[src/sv/erst_pkg.sv]
// ----------------------------------------------------------------------------
// erst_pkg
// Shared widths and types for the engine rpm tracker and its serial divider.
// ----------------------------------------------------------------------------
`default_nettype none

package erst_pkg;

    // numerator 60 * ticks * multiplier stays below 2^40
    localparam int NUM_W = 40;
    localparam int DEN_W = 32;
    localparam int CNT_W = $clog2(NUM_W + 1);

    typedef logic [NUM_W-1:0] num_t;
    typedef logic [DEN_W-1:0] den_t;

endpackage

`default_nettype wire

[src/sv/engine_rpm_state_tracker.sv]
// ----------------------------------------------------------------------------
// engine_rpm_state_tracker
// Rpm measurement from the sync period, spinning detection, engine state and
// revolution counters.
// ----------------------------------------------------------------------------
// One request is handled at a time. A non-sync tooth goes straight to output,
// a stop request through apply, a sync tooth through measure, check and apply;
// one finding the engine spinning with a non-zero period also runs the
// bit-serial divider, which produces one of the 40 quotient bits per clock.
// The result sits in an output register, so a new request is taken while the
// last result still waits; a result is held back only while the one before it
// is still unread. The user writes configuration through the plain write port
// only when the block is idle; the block itself does not enforce this.
`default_nettype none

module engine_rpm_state_tracker #(
    parameter int TIMEOUT_SECONDS = 2
) (
    input  wire logic          aclk,
    input  wire logic          aresetn,

    input  wire logic          cfg_wr_en,
    input  wire logic [1:0]    cfg_index,
    input  wire logic [31:0]   cfg_wr_data,

    input  wire logic          s_tvalid,
    output logic               s_tready,
    // [31:0] event_time, [63:32] previous_tooth_time, [64] stop_requested
    input  wire logic [71:0]   s_tdata,
    // [0] action, [1] sync_point
    input  wire logic [1:0]    s_tuser,

    output logic               m_tvalid,
    input  wire logic          m_tready,
    // [16:0] rpm_value, [18:17] engine_state, [35:19] previous_rpm,
    // [67:36] revs_since_start, [99:68] revs_since_boot
    output logic [103:0]       m_tdata
);

    localparam int TMO_W     = erst_pkg::DEN_W + $clog2(TIMEOUT_SECONDS + 1);
    localparam int RPM_SCALE = 60;

    localparam logic [1:0] REG_TPS    = 2'd0;
    localparam logic [1:0] REG_CRANK  = 2'd1;
    localparam logic [1:0] REG_MULT   = 2'd2;
    localparam logic [1:0] REG_UNREAL = 2'd3;

    localparam logic [1:0] MODE_STOPPED  = 2'd0;
    localparam logic [1:0] MODE_CRANKING = 2'd1;
    localparam logic [1:0] MODE_RUNNING  = 2'd2;

    localparam logic [1:0] KIND_NONE  = 2'd0;
    localparam logic [1:0] KIND_NOISY = 2'd1;
    localparam logic [1:0] KIND_QUOT  = 2'd2;

    localparam logic [2:0] ST_IDLE    = 3'd0;
    localparam logic [2:0] ST_MEASURE = 3'd1;
    localparam logic [2:0] ST_CHECK   = 3'd2;
    localparam logic [2:0] ST_DIV     = 3'd3;
    localparam logic [2:0] ST_APPLY   = 3'd4;
    localparam logic [2:0] ST_OUT     = 3'd5;

    localparam logic [16:0] RPM_NOISY = 17'h1FFFF;

    // configuration
    logic [31:0] tps_reg;
    logic [15:0] crank_lim_reg;
    logic [1:0]  mult_reg;
    logic [15:0] unreal_lim_reg;

    // engine state
    logic [31:0] last_sync_reg;
    logic        sync_seen_reg;
    logic [16:0] cur_rpm_reg;
    logic [16:0] prior_rpm_reg;
    logic [1:0]  mode_reg;
    logic [31:0] start_revs_reg;
    logic [31:0] boot_revs_reg;

    // request and working registers
    logic [2:0]  state_reg;
    logic        action_reg;
    logic        sync_reg;
    logic        stop_reg;
    logic [31:0] now_reg;
    logic [31:0] prev_tooth_reg;
    logic [31:0] since_sync_reg;
    logic [31:0] since_tooth_reg;
    logic [TMO_W-1:0] tmo_lim_reg;
    erst_pkg::num_t   num_reg;
    logic [1:0]  kind_reg;
    logic [15:0] q16_reg;

    logic        m_tvalid_reg;
    logic [103:0] out_data_reg;

    logic        div_start;
    logic        div_done;
    erst_pkg::num_t div_quo;

    logic [7:0]  scale;
    logic        spinning;
    logic        quo_noisy;
    logic        out_load;

    assign scale     = 8'(RPM_SCALE) * {6'd0, mult_reg};
    assign spinning  = !stop_reg && sync_seen_reg
                       && (TMO_W'(since_sync_reg) < tmo_lim_reg)
                       && (since_tooth_reg < tps_reg);
    assign quo_noisy = (|div_quo[erst_pkg::NUM_W-1:16]) || (div_quo[15:0] > unreal_lim_reg);
    assign div_start = (state_reg == ST_CHECK) && spinning && (since_sync_reg != '0);
    assign out_load  = (state_reg == ST_OUT) && (!m_tvalid_reg || m_tready);

    erst_divider u_div (
        .aclk      (aclk),
        .aresetn   (aresetn),
        .start     (div_start),
        .numerator (num_reg),
        .divisor   (since_sync_reg),
        .done      (div_done),
        .quotient  (div_quo)
    );

    always_ff @(posedge aclk) begin
        if (!aresetn) begin
            tps_reg        <= 32'd1000000;
            crank_lim_reg  <= 16'd550;
            mult_reg       <= 2'd2;
            unreal_lim_reg <= 16'd30000;
        end else if (cfg_wr_en) begin
            unique case (cfg_index)
                REG_TPS:    tps_reg        <= cfg_wr_data;
                REG_CRANK:  crank_lim_reg  <= cfg_wr_data[15:0];
                REG_MULT:   mult_reg       <= cfg_wr_data[1:0];
                REG_UNREAL: unreal_lim_reg <= cfg_wr_data[15:0];
                default:    ;
            endcase
        end
    end

    always_ff @(posedge aclk) begin
        if (!aresetn) begin
            state_reg      <= ST_IDLE;
            m_tvalid_reg   <= 1'b0;
            last_sync_reg  <= '0;
            sync_seen_reg  <= 1'b0;
            cur_rpm_reg    <= '0;
            prior_rpm_reg  <= '0;
            mode_reg       <= MODE_STOPPED;
            start_revs_reg <= '0;
            boot_revs_reg  <= '0;
        end else begin
            if (out_load) begin
                m_tvalid_reg <= 1'b1;
            end else if (m_tready) begin
                m_tvalid_reg <= 1'b0;
            end

            unique case (state_reg)
                ST_IDLE: begin
                    if (s_tvalid) begin
                        if (s_tuser[0]) begin
                            state_reg <= ST_APPLY;
                        end else if (s_tuser[1]) begin
                            state_reg <= ST_MEASURE;
                        end else begin
                            state_reg <= ST_OUT;
                        end
                    end
                end
                ST_MEASURE: begin
                    state_reg <= ST_CHECK;
                end
                ST_CHECK: begin
                    state_reg <= div_start ? ST_DIV : ST_APPLY;
                end
                ST_DIV: begin
                    if (div_done) begin
                        state_reg <= ST_APPLY;
                    end
                end
                ST_APPLY: begin
                    if (action_reg) begin
                        start_revs_reg <= '0;
                        if (cur_rpm_reg != '0) begin
                            prior_rpm_reg <= cur_rpm_reg;
                            cur_rpm_reg   <= '0;
                        end
                        mode_reg <= MODE_STOPPED;
                    end else begin
                        if (kind_reg != KIND_NONE) begin
                            prior_rpm_reg <= cur_rpm_reg;
                            cur_rpm_reg   <= (kind_reg == KIND_NOISY) ? RPM_NOISY
                                                                      : {1'b0, q16_reg};
                            if (kind_reg == KIND_QUOT && q16_reg == '0) begin
                                mode_reg <= MODE_STOPPED;
                            end else if (kind_reg == KIND_QUOT && q16_reg >= crank_lim_reg) begin
                                mode_reg <= MODE_RUNNING;
                            end else if (mode_reg == MODE_STOPPED) begin
                                mode_reg <= MODE_CRANKING;
                            end
                        end
                        boot_revs_reg  <= boot_revs_reg + 32'd1;
                        start_revs_reg <= start_revs_reg + 32'd1;
                        last_sync_reg  <= now_reg;
                        sync_seen_reg  <= 1'b1;
                    end
                    state_reg <= ST_OUT;
                end
                ST_OUT: begin
                    if (out_load) begin
                        state_reg <= ST_IDLE;
                    end
                end
                default: state_reg <= ST_IDLE;
            endcase
        end
    end

    always_ff @(posedge aclk) begin
        if (state_reg == ST_IDLE && s_tvalid) begin
            action_reg     <= s_tuser[0];
            sync_reg       <= s_tuser[1];
            now_reg        <= s_tdata[31:0];
            prev_tooth_reg <= s_tdata[63:32];
            stop_reg       <= s_tdata[64];
        end
        if (state_reg == ST_MEASURE) begin
            since_sync_reg  <= now_reg - last_sync_reg;
            since_tooth_reg <= now_reg - prev_tooth_reg;
            tmo_lim_reg     <= TMO_W'(tps_reg) * TMO_W'(TIMEOUT_SECONDS);
            num_reg         <= erst_pkg::NUM_W'(tps_reg) * erst_pkg::NUM_W'(scale);
        end
        if (state_reg == ST_CHECK) begin
            if (!spinning || !sync_reg) begin
                kind_reg <= KIND_NONE;
            end else if (since_sync_reg == '0) begin
                kind_reg <= KIND_NOISY;
            end else begin
                kind_reg <= KIND_QUOT;
            end
        end
        if (state_reg == ST_DIV && div_done) begin
            kind_reg <= quo_noisy ? KIND_NOISY : KIND_QUOT;
            q16_reg  <= div_quo[15:0];
        end
        if (out_load) begin
            out_data_reg <= {4'd0, boot_revs_reg, start_revs_reg, prior_rpm_reg,
                             mode_reg, cur_rpm_reg};
        end
    end

    assign s_tready = (state_reg == ST_IDLE);
    assign m_tvalid = m_tvalid_reg;
    assign m_tdata  = out_data_reg;

endmodule

`default_nettype wire

[src/sv/erst_divider.sv]
// ----------------------------------------------------------------------------
// erst_divider
// Bit-serial restoring divider: one quotient bit per clock, numerator shifted
// out of the top of the quotient register as quotient bits enter the bottom.
// ----------------------------------------------------------------------------
`default_nettype none

module erst_divider (
    input  wire logic            aclk,
    input  wire logic            aresetn,
    input  wire logic            start,
    input  wire erst_pkg::num_t  numerator,
    input  wire erst_pkg::den_t  divisor,
    output logic                 done,
    output erst_pkg::num_t       quotient
);

    logic                        busy_reg;
    logic                        done_reg;
    logic [erst_pkg::CNT_W-1:0]  cnt_reg;
    erst_pkg::den_t              rem_reg;
    erst_pkg::den_t              den_reg;
    erst_pkg::num_t              quo_reg;

    logic [erst_pkg::DEN_W:0]    trial;
    logic [erst_pkg::DEN_W:0]    diff;
    logic                        fits;

    assign trial = {rem_reg, quo_reg[erst_pkg::NUM_W-1]};
    assign diff  = trial - {1'b0, den_reg};
    assign fits  = (trial >= {1'b0, den_reg});

    always_ff @(posedge aclk) begin
        if (!aresetn) begin
            busy_reg <= 1'b0;
            done_reg <= 1'b0;
            cnt_reg  <= '0;
        end else begin
            done_reg <= 1'b0;
            if (start) begin
                busy_reg <= 1'b1;
                cnt_reg  <= '0;
            end else if (busy_reg) begin
                cnt_reg <= cnt_reg + erst_pkg::CNT_W'(1);
                if (cnt_reg == erst_pkg::CNT_W'(erst_pkg::NUM_W - 1)) begin
                    busy_reg <= 1'b0;
                    done_reg <= 1'b1;
                end
            end
        end
    end

    always_ff @(posedge aclk) begin
        if (start) begin
            rem_reg <= '0;
            den_reg <= divisor;
            quo_reg <= numerator;
        end else if (busy_reg) begin
            rem_reg <= fits ? diff[erst_pkg::DEN_W-1:0] : trial[erst_pkg::DEN_W-1:0];
            quo_reg <= {quo_reg[erst_pkg::NUM_W-2:0], fits};
        end
    end

    assign done     = done_reg;
    assign quotient = quo_reg;

endmodule

`default_nettype wire
[config.mk]
export PLATFORM = sky130hd
export DESIGN_NAME = engine_rpm_state_tracker
export DESIGN_NICKNAME = d
export VERILOG_FILES = /design/src/sv/erst_pkg.sv /design/src/sv/engine_rpm_state_tracker.sv /design/src/sv/erst_divider.sv
export SDC_FILE = /design/constraint.sdc
export NUM_CORES = 2
export LEC_CHECK = 0
export BUFFER_PORTS_ARGS = -buffer_cell sky130_fd_sc_hd__buf_2
export CAP_MARGIN = 40
export CELL_PAD_IN_SITES_DETAIL_PLACEMENT = 1
export CELL_PAD_IN_SITES_GLOBAL_PLACEMENT = 1
export CORE_ASPECT_RATIO = 0.8
export CORE_UTILIZATION = 37
export CTS_CLUSTER_SIZE = 24
export DETAILED_ROUTE_END_ITERATION = 8
export PLACE_DENSITY_LB_ADDON = 0.1
export SLEW_MARGIN = 10
export SYNTH_ARGS = -nofsm -noshare
export SYNTH_HDL_FRONTEND = slang
export SYNTH_HIERARCHICAL = 1
export SYNTH_SLANG_ARGS = --single-unit
export TNS_END_PERCENT = 100
[constraint.sdc]
create_clock -name aclk -period 14 [get_ports aclk]
set_input_delay 0 -clock aclk [delete_from_list [all_inputs] [get_ports aclk]]
set_output_delay 0 -clock aclk [all_outputs]
set_load 0.05 [all_outputs]
==> metrics.md <==
| Metric | Value |
|---|---|
| Outcome | finished, final reports clean |
| Layout cells sized above 1 | 0.113 |
| Yosys reg bits | 634 |
| Largest register FFs | 100 |
| Worst Path Buf+Inv | 5 |
| Post-Synth XOR/XNOR Area | 0.0295 |
| CP Launch Type | register |
| Die outline width | 352 um |
| Req. time, crit path | 14.37 ns |
| Final setup viols | 0 |
| Largest net degree at the start of global routing | 135 |
| Post-Synth Adder-Cell Area | 0.151 |
| CP Cell Sequence | inv_1 > buf_4 > ha_1 > buf_4 > and2_1 > fa_1 > fa_1 > inv_1 > fa_1 > inv_1 > ha_1 > nand4_1 > nor2_1 > o311ai_0 > o211a_1 > a211oi_1 > o21ai_0 > o21ai_0 > nand2_1 > xnor2_1 |
| Worst-Margin Slew | 0.884 ns |
| Slowest CP cell | ha_1 |
| Post-synth ARST share | 0 |
| Most frequent cells in the layout | inv_1, edfxtp_1, nand2_1 |
| CP endpoint kind | register |
| Top-area cell type share of the netlist area | 0.324 |
| Vias | 26,400 |
| Fillers | 10,800 |
| Post-synthesis simple-gate area fraction | 0.151 |
| Num CTS Buffers | 74 |
| Cts repair resizes | 0 |
| Commonest non-fill, non-tap cell in the layout | inv_1 |
| Global route total overflow | 0 |
| Placed inst area | 38,700 um2 |
| Number of nets with antenna violations after routing | 0 |
| Die area | 99,100 um2 |
| CTS sink count | 634 |
| Die height | 282 um |
| Worst vdd ir | 0.0992 mV |
| Synth unique cells | 100 |
| Maximum clock rate | 0.154 GHz |
| Worst clock skew | 0.0229 ns |
| Worst Path Arrival | 6.87 ns |
| Setup CP Type | reg2reg |
| Max-slew violations | 0 |
| Top Ports | 219 |
| Total wire length | 101,000 um |
| Crit path max-delay family | adder cells |
| HPWL Detailed | 75,100 um |
| Mapped Cells | 3,530 |
| TritonCTS clock tree | done |
| Initial core utilization | 0.374 |
| Max_cap viols | 0 |
| Post-synthesis compound-gate area fraction | 0.133 |
| Drt first pass iters | 7 |
| Yosys warns | 6 |
| Pleak | 17.0 nW |
| Setup tns final | 0 ns |
| Drt drc | 0 |
| Pwr Density | 130 nW/um2 |
| CP max stage delay | 0.68 ns |
| Number of global-route vias before repair | 26,600 |
| Mean area per synthesized cell | 10.3 um2 |
| Hold Crit Class | in2reg |
| Root buf cell | clkbuf_16 |
| P&R area growth vs syn | 16.8% |
| Num rows | 102 |
| Port bufs | 207 |
| RSZ-0062 raised after global routing | no |
| Area contributors post-synth | edfxtp_1, dfxtp_1, ha_1, fa_1, inv_1 |
| Worst hold slack | 0.0786 ns |
| Relative slew slack | 0.410 |
| Later-pin clock latency in the skew report | 0.64 ns |
| Total core area | 96,900 um2 |
| Deepest level of the CTS H-tree | 3 |
| Clock transition at path regs | 0.06 ns |
| Final Wtd Congestion | 0.823 |
| Final instance area | 42,300 um2 |
| Nets | 4,306 |
| Largest family of logic cells by synthesized area | adder cells |
| Dominant synthesized flop cell | edfxtp_1 |
| Area leader, netlist | edfxtp_1 |
| Initial drt markers | 1,404 |
| Final Hold Viols | 0 |
| Fin crit period | 6.50 ns |
| CP max FO | 31 |
| Sequential fraction of the synthesis area | 0.459 |
| Initial antenna violation count | 5 |
| Synthesized area | 36,200 um2 |
| Global-route wire length before repair | 157,000 um |
| Via density | 5.08 |
| DR WL/cell | 19.4 um |
| Post-synth EDFFs | 391 |
| GRT Total Usage | 0.204 |
| Multiplexer share of the synthesized area | 0.0203 |
| Final period utilization | 0.464 |
| Clock Tree Buf Depth | 3 |
==> report_power, final <==
group	switching, mW	internal, mW	total (mW)
combinational	0.767	0.484	1.25
clock	0.828	1.18	2.01
sequential	0.0906	2.15	2.25
==> synth_stat cells, types with 39 or more instances <==
master    count
and2_1      129
xor2_1       39
nand3_1      55
a21oi_1     168
edfxtp_1    391
nor2_1      230
inv_1       401
and3_1       39
dfxtp_1     243
ha_1        239
nand2b_1     44
fa_1        124
nor2b_1      69
nand2_1     337
clkbuf_1    102
a21boi_0     93
o21ai_0     151
a21o_1       59
nand4_1      53
xnor2_1      83
mux2_2       43
==> cells by family (layout without fill, tap and decap cells) <==
kind of cell,count (synthesis),in the layout
other cells,1,8
buf+inv,528,884
flops,634,634
compound gates,722,722
mux,68,68
simple gates,1092,1092
fa+ha+maj,363,363
xor+xnor,122,122
==> routing by layer <==
layer	global-route usage	routed length, um	up-vias
met5	0	0	-
met4	0.0526	2220	0
met3	0.0252	3150	117
met2	0.306	43300	342
met1	0.309	52200	13000
li1	-	-	12900
==> metrics by stage <==
| stage | cells | utilization | setup slack (ns) | total power [mW] |
|---|---|---|---|---|
| finish | 5193 | 0.437 | 7.50 | 5.50 |
| global route | 5191 | 0.437 | 7.09 | 5.80 |
| CTS | 5191 | 0.437 | 7.40 | 5.58 |
| detailed placement | 4946 | 0.400 | 7.41 | 3.51 |
| global placement | 4939 | 0.399 | 7.45 | 3.49 |
| floorplan | 3535 | - | 2.90 | 3.16 |
==> final timing paths <==
path / cells after the start / start / slack, ns / endpoint
max: 20 / mult_reg[0] / 7.50 / num_reg[36]
min: 2 / s_tdata[33] / 0.08 / prev_tooth_reg[1]
max reg2reg: 20 / mult_reg[0] / 7.50 / num_reg[36]
min reg2reg: 0 / prior_rpm_reg[8] / 0.43 / m_tdata[27]
==> worst register-to-register path, stage by stage (launching register included) <==
cell and delay [ns]:
dfxtp_1 0.37, inv_1 0.07, buf_4 0.38, ha_1 0.68
buf_4 0.35, and2_1 0.19, fa_1 0.46, fa_1 0.54
inv_1 0.05, fa_1 0.53, inv_1 0.04, ha_1 0.37
nand4_1 0.20, nor2_1 0.20, o311ai_0 0.23, o211a_1 0.30
a211oi_1 0.45, o21ai_0 0.25, o21ai_0 0.28, nand2_1 0.13
xnor2_1 0.14
==> repair_timing <==
action / in CTS / in global routing
hold buffers: 108 / 0
hold endpoints to repair: 175 / 0
setup buffers: 0 / 0
==> layout make-up <==
type	instances	area (um2)	area share
inverter	401	1510	0.0356
clock inverter	34	397	0.00938
clock buffer	103	2090	0.0493
sequential	634	16600	0.393
multi-input combinational	2373	17600	0.417
antenna	2	5.00	0.000118
tap	1300	1630	0.0384
timing repair buffer	346	2450	0.0579
(Power assumes the default switching activity.)
